**src/sv/accel_moving_average_offset_core_assert.svh**
```systemverilog
// ----------------------------------------------------------------------------
// Assertion macros for the accelerometer moving-average core
// Clocked property checks with reset disable; empty under SYNTH.
// ----------------------------------------------------------------------------
`ifndef ACCEL_MOVING_AVERAGE_OFFSET_CORE_ASSERT_SVH
`define ACCEL_MOVING_AVERAGE_OFFSET_CORE_ASSERT_SVH

`ifndef SYNTH
`define AMAO_ASSERT(lbl, clk, rst_n, prop) \
  lbl: assert property (@(posedge clk) disable iff (!rst_n) prop) \
    else $error("assertion failed");
`define AMAO_ASSERT_NEVER(lbl, clk, rst_n, cond) \
  lbl: assert property (@(posedge clk) disable iff (!rst_n) !(cond)) \
    else $error("forbidden condition seen");
`else
`define AMAO_ASSERT(lbl, clk, rst_n, prop)
`define AMAO_ASSERT_NEVER(lbl, clk, rst_n, cond)
`endif

`endif

```
**src/sv/amao_pkg.sv**
```systemverilog
// ----------------------------------------------------------------------------
// amao_pkg
// Shared constants, types and the sample scaling function.
// ----------------------------------------------------------------------------
package amao_pkg;

  localparam int WINDOW      = 8;
  localparam int WINDOW_LOG2 = 3;
  localparam int SLOT_W      = (WINDOW > 1) ? $clog2(WINDOW) : 1;
  localparam int FILL_W      = $clog2(WINDOW + 1);

  localparam int BYTE_W      = 8;
  localparam int SAMPLE_W    = 16;
  localparam int TERM_W      = SAMPLE_W - WINDOW_LOG2;
  localparam int SUM_W       = TERM_W + WINDOW_LOG2;
  localparam int OUT_W       = 22;
  localparam int PROD_W      = 22;
  localparam int SCALE       = 10000;
  localparam int SCALE_SHIFT = 6;

  localparam int DATA_W      = 32;
  localparam int ADDR_W      = 4;
  localparam int IDX_W       = ADDR_W - 2;

  typedef enum logic [IDX_W-1:0] {
    REG_OFFSET_X = 2'd0,
    REG_OFFSET_Y = 2'd1,
    REG_OFFSET_Z = 2'd2,
    REG_UNUSED   = 2'd3
  } reg_idx_e;

  typedef struct packed {
    logic signed [OUT_W-1:0] x;
    logic signed [OUT_W-1:0] y;
    logic signed [OUT_W-1:0] z;
  } offsets_t;

  function automatic logic signed [TERM_W-1:0] scale_term(input logic [BYTE_W-1:0] b);
    logic signed [PROD_W-1:0]   prod;
    logic signed [SAMPLE_W-1:0] sample;
    prod   = $signed({{(PROD_W-BYTE_W){b[BYTE_W-1]}}, b}) * PROD_W'(SCALE);
    sample = SAMPLE_W'(prod >>> SCALE_SHIFT);
    return TERM_W'(sample >>> WINDOW_LOG2);
  endfunction

endpackage

```
**src/sv/amao_cfg.sv**
```systemverilog
// ----------------------------------------------------------------------------
// amao_cfg
// APB-style register file holding the three calibration offsets.
// ----------------------------------------------------------------------------
module amao_cfg
  import amao_pkg::*;
(
  input  logic              clk_i,
  input  logic              rst_ni,
  input  logic              psel,
  input  logic              penable,
  input  logic              pwrite,
  input  logic [ADDR_W-1:0] paddr,
  input  logic [DATA_W-1:0] pwdata,
  output logic [DATA_W-1:0] prdata,
  output logic              pready,
  output offsets_t          offsets_o
);

  offsets_t offsets_q, offsets_d;
  reg_idx_e idx;
  logic     wr_en;

  assign idx    = reg_idx_e'(paddr[ADDR_W-1:2]);
  assign wr_en  = psel & penable & pwrite;
  assign pready = 1'b1;

  always_comb begin
    offsets_d = offsets_q;
    if (wr_en) begin
      unique case (idx)
        REG_OFFSET_X: offsets_d.x = $signed(pwdata[OUT_W-1:0]);
        REG_OFFSET_Y: offsets_d.y = $signed(pwdata[OUT_W-1:0]);
        REG_OFFSET_Z: offsets_d.z = $signed(pwdata[OUT_W-1:0]);
        default: ;
      endcase
    end
  end

  always_comb begin
    unique case (idx)
      REG_OFFSET_X: prdata = DATA_W'(offsets_q.x);
      REG_OFFSET_Y: prdata = DATA_W'(offsets_q.y);
      REG_OFFSET_Z: prdata = DATA_W'(offsets_q.z);
      default:      prdata = '0;
    endcase
  end

  always_ff @(posedge clk_i or negedge rst_ni) begin
    if (!rst_ni) begin
      offsets_q <= '0;
    end else begin
      offsets_q <= offsets_d;
    end
  end

  assign offsets_o = offsets_q;

endmodule

```
**src/sv/amao_axis.sv**
```systemverilog
// ----------------------------------------------------------------------------
// amao_axis
// One axis: scale a raw byte, keep a ring of window terms and a running sum.
// ----------------------------------------------------------------------------
module amao_axis
  import amao_pkg::*;
(
  input  logic                    clk_i,
  input  logic                    rst_ni,
  input  logic                    wr_en_i,
  input  logic [SLOT_W-1:0]       slot_i,
  input  logic [BYTE_W-1:0]       byte_i,
  output logic signed [SUM_W-1:0] sum_o
);

  logic signed [TERM_W-1:0] ring_q [WINDOW];
  logic signed [SUM_W-1:0]  sum_q, sum_d;
  logic signed [TERM_W-1:0] term;

  assign term  = scale_term(byte_i);
  assign sum_d = sum_q + SUM_W'(term) - SUM_W'(ring_q[slot_i]);
  assign sum_o = sum_d;

  always_ff @(posedge clk_i or negedge rst_ni) begin
    if (!rst_ni) begin
      for (int i = 0; i < WINDOW; i++) begin
        ring_q[i] <= '0;
      end
      sum_q <= '0;
    end else if (wr_en_i) begin
      ring_q[slot_i] <= term;
      sum_q          <= sum_d;
    end
  end

endmodule

```
**src/sv/accel_moving_average_offset_core.sv**
```systemverilog
// ----------------------------------------------------------------------------
// accel_moving_average_offset_core
// Windowed average of three accelerometer axes with calibration offsets.
// ----------------------------------------------------------------------------
// Input channel: in_valid_i / in_stall_o carry one request of three raw
// two's-complement sensor bytes. Sensor x feeds the y result, sensor y the x.
// Output channel: out_valid_o / out_stall_i carry accel_x/y/z, each the sum of
// the last WINDOW scaled samples shifted by WINDOW_LOG2, minus its offset
// (x negated first). No result is given for the first WINDOW-1 requests.
// Throughput: one request per cycle, set by the per-axis running-sum update.
// When the receiver stalls, the result register holds and the input register
// still takes one more request; further requests stall until the result is
// taken. Reset clears the rings, sums, fill count, slot and offsets. The user
// writes offsets over the APB-style port at 0x0, 0x4 and 0x8 only while idle;
// the block does not enforce it.
// ----------------------------------------------------------------------------
`include "accel_moving_average_offset_core_assert.svh"

module accel_moving_average_offset_core
  import amao_pkg::*;
(
  input  logic                    clk_i,
  input  logic                    rst_ni,
  input  logic                    in_valid_i,
  output logic                    in_stall_o,
  input  logic [BYTE_W-1:0]       out_x_byte_i,
  input  logic [BYTE_W-1:0]       out_y_byte_i,
  input  logic [BYTE_W-1:0]       out_z_byte_i,
  output logic                    out_valid_o,
  input  logic                    out_stall_i,
  output logic signed [OUT_W-1:0] accel_x_o,
  output logic signed [OUT_W-1:0] accel_y_o,
  output logic signed [OUT_W-1:0] accel_z_o,
  input  logic                    psel,
  input  logic                    penable,
  input  logic                    pwrite,
  input  logic [ADDR_W-1:0]       paddr,
  input  logic [DATA_W-1:0]       pwdata,
  output logic [DATA_W-1:0]       prdata,
  output logic                    pready
);

  offsets_t                offsets;
  logic                    s1_valid_q;
  logic [BYTE_W-1:0]       x_byte_q, y_byte_q, z_byte_q;
  logic [SLOT_W-1:0]       slot_q, slot_d;
  logic [FILL_W-1:0]       fill_q, fill_d;
  logic                    out_valid_q;
  logic signed [OUT_W-1:0] accel_x_q, accel_y_q, accel_z_q;
  logic                    out_ready, advance, full;
  logic signed [SUM_W-1:0] sum_x, sum_y, sum_z;
  logic signed [OUT_W:0]   res_x, res_y, res_z;

  amao_cfg u_cfg (
    .clk_i     (clk_i),
    .rst_ni    (rst_ni),
    .psel      (psel),
    .penable   (penable),
    .pwrite    (pwrite),
    .paddr     (paddr),
    .pwdata    (pwdata),
    .prdata    (prdata),
    .pready    (pready),
    .offsets_o (offsets)
  );

  assign out_ready  = !out_valid_q || !out_stall_i;
  assign advance    = s1_valid_q && out_ready;
  assign in_stall_o = s1_valid_q && !out_ready;

  amao_axis u_axis_x (
    .clk_i(clk_i), .rst_ni(rst_ni), .wr_en_i(advance), .slot_i(slot_q),
    .byte_i(y_byte_q), .sum_o(sum_x)
  );
  amao_axis u_axis_y (
    .clk_i(clk_i), .rst_ni(rst_ni), .wr_en_i(advance), .slot_i(slot_q),
    .byte_i(x_byte_q), .sum_o(sum_y)
  );
  amao_axis u_axis_z (
    .clk_i(clk_i), .rst_ni(rst_ni), .wr_en_i(advance), .slot_i(slot_q),
    .byte_i(z_byte_q), .sum_o(sum_z)
  );

  assign slot_d = (slot_q == SLOT_W'(WINDOW - 1)) ? '0 : slot_q + 1'b1;
  assign full   = (fill_q >= FILL_W'(WINDOW - 1));
  assign fill_d = full ? FILL_W'(WINDOW) : fill_q + 1'b1;

  assign res_x = -((OUT_W+1)'(sum_x)) - (OUT_W+1)'(offsets.x);
  assign res_y =  ((OUT_W+1)'(sum_y)) - (OUT_W+1)'(offsets.y);
  assign res_z =  ((OUT_W+1)'(sum_z)) - (OUT_W+1)'(offsets.z);

  always_ff @(posedge clk_i or negedge rst_ni) begin
    if (!rst_ni) begin
      s1_valid_q <= 1'b0;
    end else if (!in_stall_o) begin
      s1_valid_q <= in_valid_i;
    end
  end

  always_ff @(posedge clk_i) begin
    if (!in_stall_o && in_valid_i) begin
      x_byte_q <= out_x_byte_i;
      y_byte_q <= out_y_byte_i;
      z_byte_q <= out_z_byte_i;
    end
  end

  always_ff @(posedge clk_i or negedge rst_ni) begin
    if (!rst_ni) begin
      slot_q      <= '0;
      fill_q      <= '0;
      out_valid_q <= 1'b0;
    end else if (out_ready) begin
      out_valid_q <= advance && full;
      if (advance) begin
        slot_q <= slot_d;
        fill_q <= fill_d;
      end
    end
  end

  always_ff @(posedge clk_i) begin
    if (advance && full) begin
      accel_x_q <= $signed(res_x[OUT_W-1:0]);
      accel_y_q <= $signed(res_y[OUT_W-1:0]);
      accel_z_q <= $signed(res_z[OUT_W-1:0]);
    end
  end

  assign out_valid_o = out_valid_q;
  assign accel_x_o   = accel_x_q;
  assign accel_y_o   = accel_y_q;
  assign accel_z_o   = accel_z_q;

  `AMAO_ASSERT_NEVER(a_fill_bound, clk_i, rst_ni, fill_q > FILL_W'(WINDOW))
  `AMAO_ASSERT_NEVER(a_slot_bound, clk_i, rst_ni, slot_q > SLOT_W'(WINDOW - 1))
  `AMAO_ASSERT(a_stall_full, clk_i, rst_ni, in_stall_o |-> s1_valid_q)
  `AMAO_ASSERT(a_result_when_full, clk_i, rst_ni, (advance && full) |=> out_valid_o)
  `AMAO_ASSERT(a_no_early_result, clk_i, rst_ni, (advance && !full) |=> !out_valid_o)

endmodule
```
**config.mk**
```make
export PLATFORM = sky130hd
export DESIGN_NAME = accel_moving_average_offset_core
export DESIGN_NICKNAME = d
export VERILOG_FILES = /design/src/sv/amao_pkg.sv /design/src/sv/amao_cfg.sv /design/src/sv/amao_axis.sv /design/src/sv/accel_moving_average_offset_core.sv
export VERILOG_INCLUDE_DIRS = /design/src /design/src/sv
export SDC_FILE = /design/constraint.sdc
export NUM_CORES = 1
export LEC_CHECK = 0
export BUFFER_PORTS_ARGS = -buffer_cell sky130_fd_sc_hd__buf_2
export CORE_AREA = 2 2 165 288
export CTS_CLUSTER_SIZE = 24
export DETAILED_ROUTE_END_ITERATION = 10
export DIE_AREA = 0 0 167 290
export PLACE_DENSITY = 0.91
export SETUP_SLACK_MARGIN = 0.3
export SYNTH_ARGS = -nofsm -noshare
export SYNTH_HDL_FRONTEND = slang
export SYNTH_SLANG_ARGS = --single-unit
export TNS_END_PERCENT = 5
```
**constraint.sdc**
```tcl
create_clock -name clk_i -period 15.8 [get_ports clk_i]
set_clock_uncertainty 0.05 [all_clocks]
set_input_delay 3.16 -clock clk_i [delete_from_list [all_inputs] [get_ports clk_i]]
set_output_delay 3.16 -clock clk_i [all_outputs]
set_load 0.02 [all_outputs]
```
==> qor.txt, run 1 <==
cts bufs inserted -> 47
clock sinks -> 525
library cells used by synthesis -> 74
largest net degree at the start of global routing -> 200
htree depth -> 2
Vias/cell -> 6.45
1st-pass router iterations -> 6
Synth Instances -> 3013
endpoints failing setup -> 0
worst r2r src -> z_byte_q[7]
Synth area leaders -> dfrtp_1, ha_1, edfxtp_1, o21ai_0, fa_1
Area growth, synth to finish -> 8.94%
Reg clk slew, reported paths -> 0.07 ns
clock buffer depth -> 3
remaining antenna violation count -> 0
hold crit path type -> register to register
CP Buf/Inv Count -> 5
met3 Usage GRT -> 5.47%
grt met1 use -> 36.0%
Max-Cap Viols -> 0
core area -> 45900 µm²
Storage cell area -> 13600 µm²
r2r endpoint -> accel_z_o[20]
DPL Wire Length -> 53.1 mm
Die X -> 167 µm
Final #Nets -> 3515
initial antenna violation count -> 3
R2R Setup Slk -> 6.56 ns
hold-fix buffers at CTS -> 0
layout cells sized above 1 -> 12.8%
Cell Rows -> 104
clock root buffer -> clkbuf_16
Tcrit/Tclk final -> 58.5%
final WL -> 79.3 mm
Critical Path Start Type -> register
FMAX -> 108 MHz
most common cell in the netlist -> nand2_1
Top delay family on crit path -> adder cells
total die area -> 48400 µm²
Boundary Pins -> 168
hold path endpoint -> u_axis_y.ring_q[47]
Worst Path Arrival -> 9.53 ns
GR Util All Layers -> 32.6%
status -> complete, no violations
CTS tree -> yes
clock latency on the worst-skew pair -> 0.58 ns
ys async rst share -> 82.9%
Setup Buffers After CTS -> 0
register area share after synthesis -> 44.4%
vias in the first global route -> 25440
critical path depth -> 29
area leader, netlist -> dfrtp_1
Synth Area per Inst -> 10.2 µm²
final setup TNS -> 0 ns
Multi-input gate area -> 15600 µm²
top-area cell type share of the netlist area -> 35.6%
per-cell routed wire length -> 21.3 µm
Critical Path Fanout Max -> 9
gr ovfl total -> 0
Hold Crit Start -> u_axis_y.ring_q[47]
dpl cells -> 3641
RSZ-0062 raised after global routing -> false
Synth Warn # -> 0
non-filler cells, final -> 3729
Post-Syn Area -> 30600 µm²
Crit-path slowest cell -> edfxtp_1
drt drc -> 0
layout filler cell count -> 2919
worst hold path cell count -> 2
GR Util met2 -> 57.1%
first-pass GRT wire length -> 127 mm
crit end category -> register
Tightest Pin Transition -> 1.16 ns
CP max stage delay -> 0.55 ns
Die Y -> 290 µm
Seq cells post-synth -> 525
post-layout min period -> 9.24 ns
number of port buffers -> 154
R2R cell count -> 29
Post-synth EDFFs -> 90
Crit path required time -> 16.08 ns
Final Hold Fails -> 0
Crit Path Class -> register to register
Max Slew Vio Count -> 0
gr busiest metal -> met2
syn_nets -> 3421
routed vias -> 24037
initial drt markers -> 2272
main flop type after synthesis -> dfrtp_1
Post-synth top cells -> nand2_1, dfrtp_1, o21ai_0
Max-Slew Margin vs Limit -> 22.7%
post-cts resize count -> 0
fin area -> 33300 µm²
RD Place Congestion -> 0.907
area of placed instances -> 31800 µm²
initial core utilization -> 66.6%
[layout by cell type (no fill, tap or decap), types with 17 or more instances in the layout]
cell and n:
xnor2_1 77, a21oi_1 90, nand2_1 440, a22o_1 36, clkbuf_16 48, buf_4 25, fa_1 90, a22oi_1 88
a221oi_1 36, nor3_1 23, edfxtp_1 90, xor2_1 53, mux2i_1 26, dfrtp_1 435, nand3_1 18, and3_1 47
buf_2 153, ha_1 251, inv_1 257, nor2_1 74, a21o_1 46, o21ai_0 389, mux2_2 96, nor2b_1 17
[per-stage QoR]
stage	hold slack (ns)	setup slack (ns)	util (%)
final	0.432	6.56	72.6
after global routing	0.456	6.12	72.6
after floorplan	0.400	7.74	-
after detailed placement	0.420	6.70	69.3
after CTS	0.435	6.63	72.6
after global placement	0.411	6.96	69.3
[state kept, by name (all words and copies together), names as in the netlist]
signal           count
accel_x_o           22
accel_y_o           22
accel_z_o           22
fill_q               4
out_valid_o          1
s1_valid_q           1
slot_q               3
u_axis_x.ring_q    104
u_axis_x.sum_q      16
u_axis_y.ring_q    104
u_axis_y.sum_q      16
u_axis_z.ring_q    104
u_axis_z.sum_q      16
u_cfg.offsets_o     66
x_byte_q             8
y_byte_q             8
z_byte_q             8
[worst min-delay path, delay by kind of cell (launching register included)]
family | cells | cell delay, ns
flip-flops | 1 | 0.35
AO/OA/AOI/OAI | 1 | 0.06
AND/OR/NAND/NOR | 1 | 0.05
[worst max path at each step]
stage,from,to,slack (ns)
2_1_floorplan,z_byte_q[6],accel_z_o[20],7.74
3_3_place_gp,y_byte_q[7],accel_x_o[21],6.96
3_5_place_dp,z_byte_q[6],accel_z_o[20],6.70
4_1_cts,z_byte_q[6],accel_z_o[20],6.63
5_1_grt,y_byte_q[7],accel_x_o[21],6.12
6_report,z_byte_q[7],accel_z_o[20],6.56
[layer usage]
layer | vias up | wire length (µm)
met2 | 1311 | 40600
met3 | 350 | 6360
met4 | 4 | 5500
met5 | - | 30
met1 | 11722 | 26900
li1 | 10650 | -
[cells by family after synthesis]
family / share of synthesized area (%)
compound gates: 16.0
xor+xnor: 3.90
fa+ha+maj: 16.1
buf+inv: 4.96
flops: 44.4
mux: 4.38
other cells: 0.0123
simple gates: 10.2
[layout make-up]
cell class	instances	area share (%)
diodes	1	0.00751
flip-flops and latches	525	40.8
multi-input cells	2096	46.7
well taps	583	2.19
clock inverters	19	0.402
inverters	257	2.89
clock buffers	68	4.11
repair buffers	180	2.96
Power of run 1 is not shown: default switching activity piles up to over one toggle a cycle in this logic, so the estimate is an artifact.
==> run 2, diff against run 1 <==
--- a/config.mk
+++ b/config.mk
@@ -6,12 +6,13 @@
 export SDC_FILE = /design/constraint.sdc
 export NUM_CORES = 1
 export LEC_CHECK = 0
+export ABC_AREA = 1
 export BUFFER_PORTS_ARGS = -buffer_cell sky130_fd_sc_hd__buf_2
-export CORE_AREA = 2 2 165 288
+export CORE_AREA = 2 2 175 305
 export CTS_CLUSTER_SIZE = 24
 export DETAILED_ROUTE_END_ITERATION = 10
-export DIE_AREA = 0 0 167 290
-export PLACE_DENSITY = 0.91
+export DIE_AREA = 0 0 177 307
+export PLACE_DENSITY = 0.86
 export SETUP_SLACK_MARGIN = 0.3
 export SYNTH_ARGS = -nofsm -noshare
 export SYNTH_HDL_FRONTEND = slang
==> constraint.sdc (replaced) <==
create_clock -name clk_i -period 9.7 [get_ports clk_i]
set_clock_uncertainty 0.05 [all_clocks]
set_input_delay 1.94 -clock clk_i [delete_from_list [all_inputs] [get_ports clk_i]]
set_output_delay 1.94 -clock clk_i [all_outputs]
set_load 0.02 [all_outputs]
==> qor.txt, run 2 <==
status -> complete, but fails checks
failing checks -> DRC
Boundary Pins -> 168 (unchanged)
Synth Instances -> 3929 (+30%)
gr ovfl total -> 0 (unchanged)
syn_nets -> 4337 (+27%)
Antenna Cells -> 0 (-1)
Tcrit/Tclk final -> 84.4% (+26 points)
most common cell in the netlist -> nand2_1
final setup TNS -> 0 ns (unchanged)
hold-fix buffers at CTS -> 0 (unchanged)
Worst Path Arrival -> 8.49 ns (-1.04 ns)
worst hold path cell count -> 2 (unchanged)
Post-Syn Area -> 32400 µm² (+5.8%)
ys async rst share -> 82.9% (unchanged)
area leader, netlist -> dfrtp_1
Final #Nets -> 4445 (+26%)
Setup Buffers After CTS -> 0 (unchanged)
Die X -> 177 µm (+6.0%)
Crit-path slowest cell -> xor2_1
crit end category -> register
CP Launch Point -> y_byte_q[7]
clock latency on the worst-skew pair -> 0.61 ns (+0.03 ns)
Setup crit end -> accel_x_o[21]
post-place setup slack -> 1.59 ns (-5.11 ns)
htree depth -> 2 (unchanged)
Seq cells post-synth -> 525 (unchanged)
drt drc -> 1 (+1)
initial drt markers -> 2440 (+7.4%)
post-cts resize count -> 0 (unchanged)
CP max stage delay -> 0.87 ns (+0.32 ns)
largest net degree at the start of global routing -> 162 (-19%)
clock buffer depth -> 3 (unchanged)
Reg clk slew, reported paths -> 0.07 ns (about the same)
final WL -> 89.2 mm (+12%)
Crit Path Class -> register to register
Cell Rows -> 111 (+6.7%)
total die area -> 54300 µm² (+12%)
most common cell after layout, fill and taps aside -> nand2_1
Max-Slew Margin vs Limit -> 16.3% (-6.4 points)
CP Buf/Inv Count -> 8 (+3)
remaining antenna violation count -> 0 (unchanged)
layout filler cell count -> 4116 (+41%)
Critical Path Start Type -> register
hold crit path type -> register to register
cts bufs inserted -> 49 (+4.3%)
r2r endpoint -> accel_x_o[21]
Max-Cap Viols -> 0 (unchanged)
post-layout min period -> 8.19 ns (-1.05 ns)
RD Place Congestion -> 0.955 (+5.3%)
number of port buffers -> 154 (unchanged)
worst r2r src -> y_byte_q[7]
Final WS setup -> 1.51 ns (-5.05 ns)
Tightest Pin Transition -> 1.25 ns (+0.0945 ns)
GR Util All Layers -> 33.5% (+0.88 points)
library cells used by synthesis -> 46 (-38%)
Multi-input gate area -> 16300 µm² (+4.4%)
Synth Area per Inst -> 8.24 µm² (-19%)
Final Hold Fails -> 0 (unchanged)
clock sinks -> 525 (unchanged)
Post-synth top cells -> nand2_1, inv_1, dfrtp_1
layout cells sized above 1 -> 7.34% (-5.4 points)
core area -> 52100 µm² (+13%)
Vias/cell -> 5.84 (-9.3%)
Synth Warn # -> 0 (unchanged)
Max Slew Vio Count -> 0 (unchanged)
Post-synth EDFFs -> 90 (unchanged)
DPL Wire Length -> 63.8 mm (+20%)
register area share after synthesis -> 41.9% (-2.5 points)
vias in the first global route -> 28063 (+10%)
initial core utilization -> 62.2% (-4.4 points)
Critical Path Fanout Max -> 11 (+2)
per-cell routed wire length -> 18.8 µm (-12%)
routed vias -> 27776 (+16%)
Area growth, synth to finish -> 9.34%
endpoints failing setup -> 0 (unchanged)
Critical Path Most Common Cell -> nand2_1
Crit path required time -> 10.00 ns (-6.08 ns)
1st-pass router iterations -> 10 (+4)
top-area cell type share of the netlist area -> 33.6% (-2.0 points)
Top delay family on crit path -> adder cells
main flop type after synthesis -> dfrtp_1
initial antenna violation count -> 0 (-3)
Die Y -> 307 µm (+5.9%)
RSZ-0062 raised after global routing -> false
R2R cell count -> 38 (+31%)
critical path depth -> 38 (+31%)
CTS tree -> yes
most frequent cells in the layout -> nand2_1, inv_1, dfrtp_1, o21ai_0, ha_1
first-pass GRT wire length -> 142 mm (+12%)
Synth area leaders -> dfrtp_1, nand2_1, ha_1, edfxtp_1, inv_1
FMAX -> 122 MHz (+13%)
R2R Setup Slk -> 1.51 ns (-5.05 ns)
top flop regs -> u_axis_x.ring_q: 104 flops, u_axis_y.ring_q: 104 flops, u_axis_z.ring_q: 104 flops
clock root buffer -> clkbuf_16
Storage cell area -> 13600 µm² (unchanged)
run 2: changes by cell type after synthesis, moves of 39 or more:
cell / previous run / this run
a21oi_1: 90 / 133
a22oi_1: 88 / 38
and3_1: 47 / 8
inv_1: 257 / 524
mux2_2: 96 / 0
nand2_1: 448 / 1223
nand3_1: 18 / 161
nor2_1: 77 / 145
xnor2_1: 77 / 32
run 2: cells by family (layout without fill, tap and decap cells):
logic type	after synthesis	count (layout)	share of synthesized area, %
buf+inv	667	813	7.94
fa+ha+maj	341	341	15.3
compound gates	661	661	11.7
xor+xnor	103	103	2.83
other cells	1	1	0.0116
simple gates	1631	1631	20.3
flops	525	525	41.9
run 2: worst min-delay path, stage by stage, from the launching register on:
cell and delay (ns):
dfrtp_1 0.34, nand2_1 0.05, nand2_1 0.05
run 2: routing by layer:
metal  GRT usage [%]  vias to the layer above  routed length [µm]  part of all wire [%]
li1                -                    12952                   -                     -
met1            35.9                    13037               30400                    34
met2            57.9                     1348               43800                    49
met3            4.83                      439                6780                   7.6
met4            27.3                        0                8260                   9.3
met5               0                        -                   0                     0
run 2: layout make-up:
| class | instances | share of cell area, % |
|---|---|---|
| multi-input cells | 2737 | 45.9 |
| repair buffers | 187 | 2.94 |
| clock buffers | 68 | 3.96 |
| clock inverters | 21 | 0.760 |
| inverters | 537 | 5.69 |
| flip-flops and latches | 525 | 38.4 |
| well taps | 678 | 2.40 |
run 2: how the worst min path moves through the flow:
| stage | from | to |
|---|---|---|
| final | u_axis_x.ring_q[55] | u_axis_x.ring_q[55] |
| after detailed placement | u_axis_x.ring_q[42] | u_axis_x.ring_q[42] |
| after CTS | u_axis_x.ring_q[16] | u_axis_x.ring_q[16] |
| after floorplan | u_axis_y.ring_q[68] | u_axis_y.ring_q[68] |
| after global routing | u_axis_y.ring_q[29] | u_axis_y.ring_q[29] |
| after global placement | u_axis_z.ring_q[16] | u_axis_z.ring_q[16] |
run 2: through the flow:
| step | utilization (%) | instances | area [µm²] | hold WS [ns] |
|---|---|---|---|---|
| after floorplan | - | 3929 | 32400 | 0.392 |
| after CTS | 68.0 | 4753 | 35400 | 0.425 |
| after detailed placement | 64.8 | 4664 | 33700 | 0.410 |
| after global routing | 68.0 | 4753 | 35400 | 0.449 |
| final | 68.0 | 4753 | 35400 | 0.425 |
| after global placement | 64.8 | 4664 | 33700 | 0.403 |
Power of run 2 is left out for the same reason.
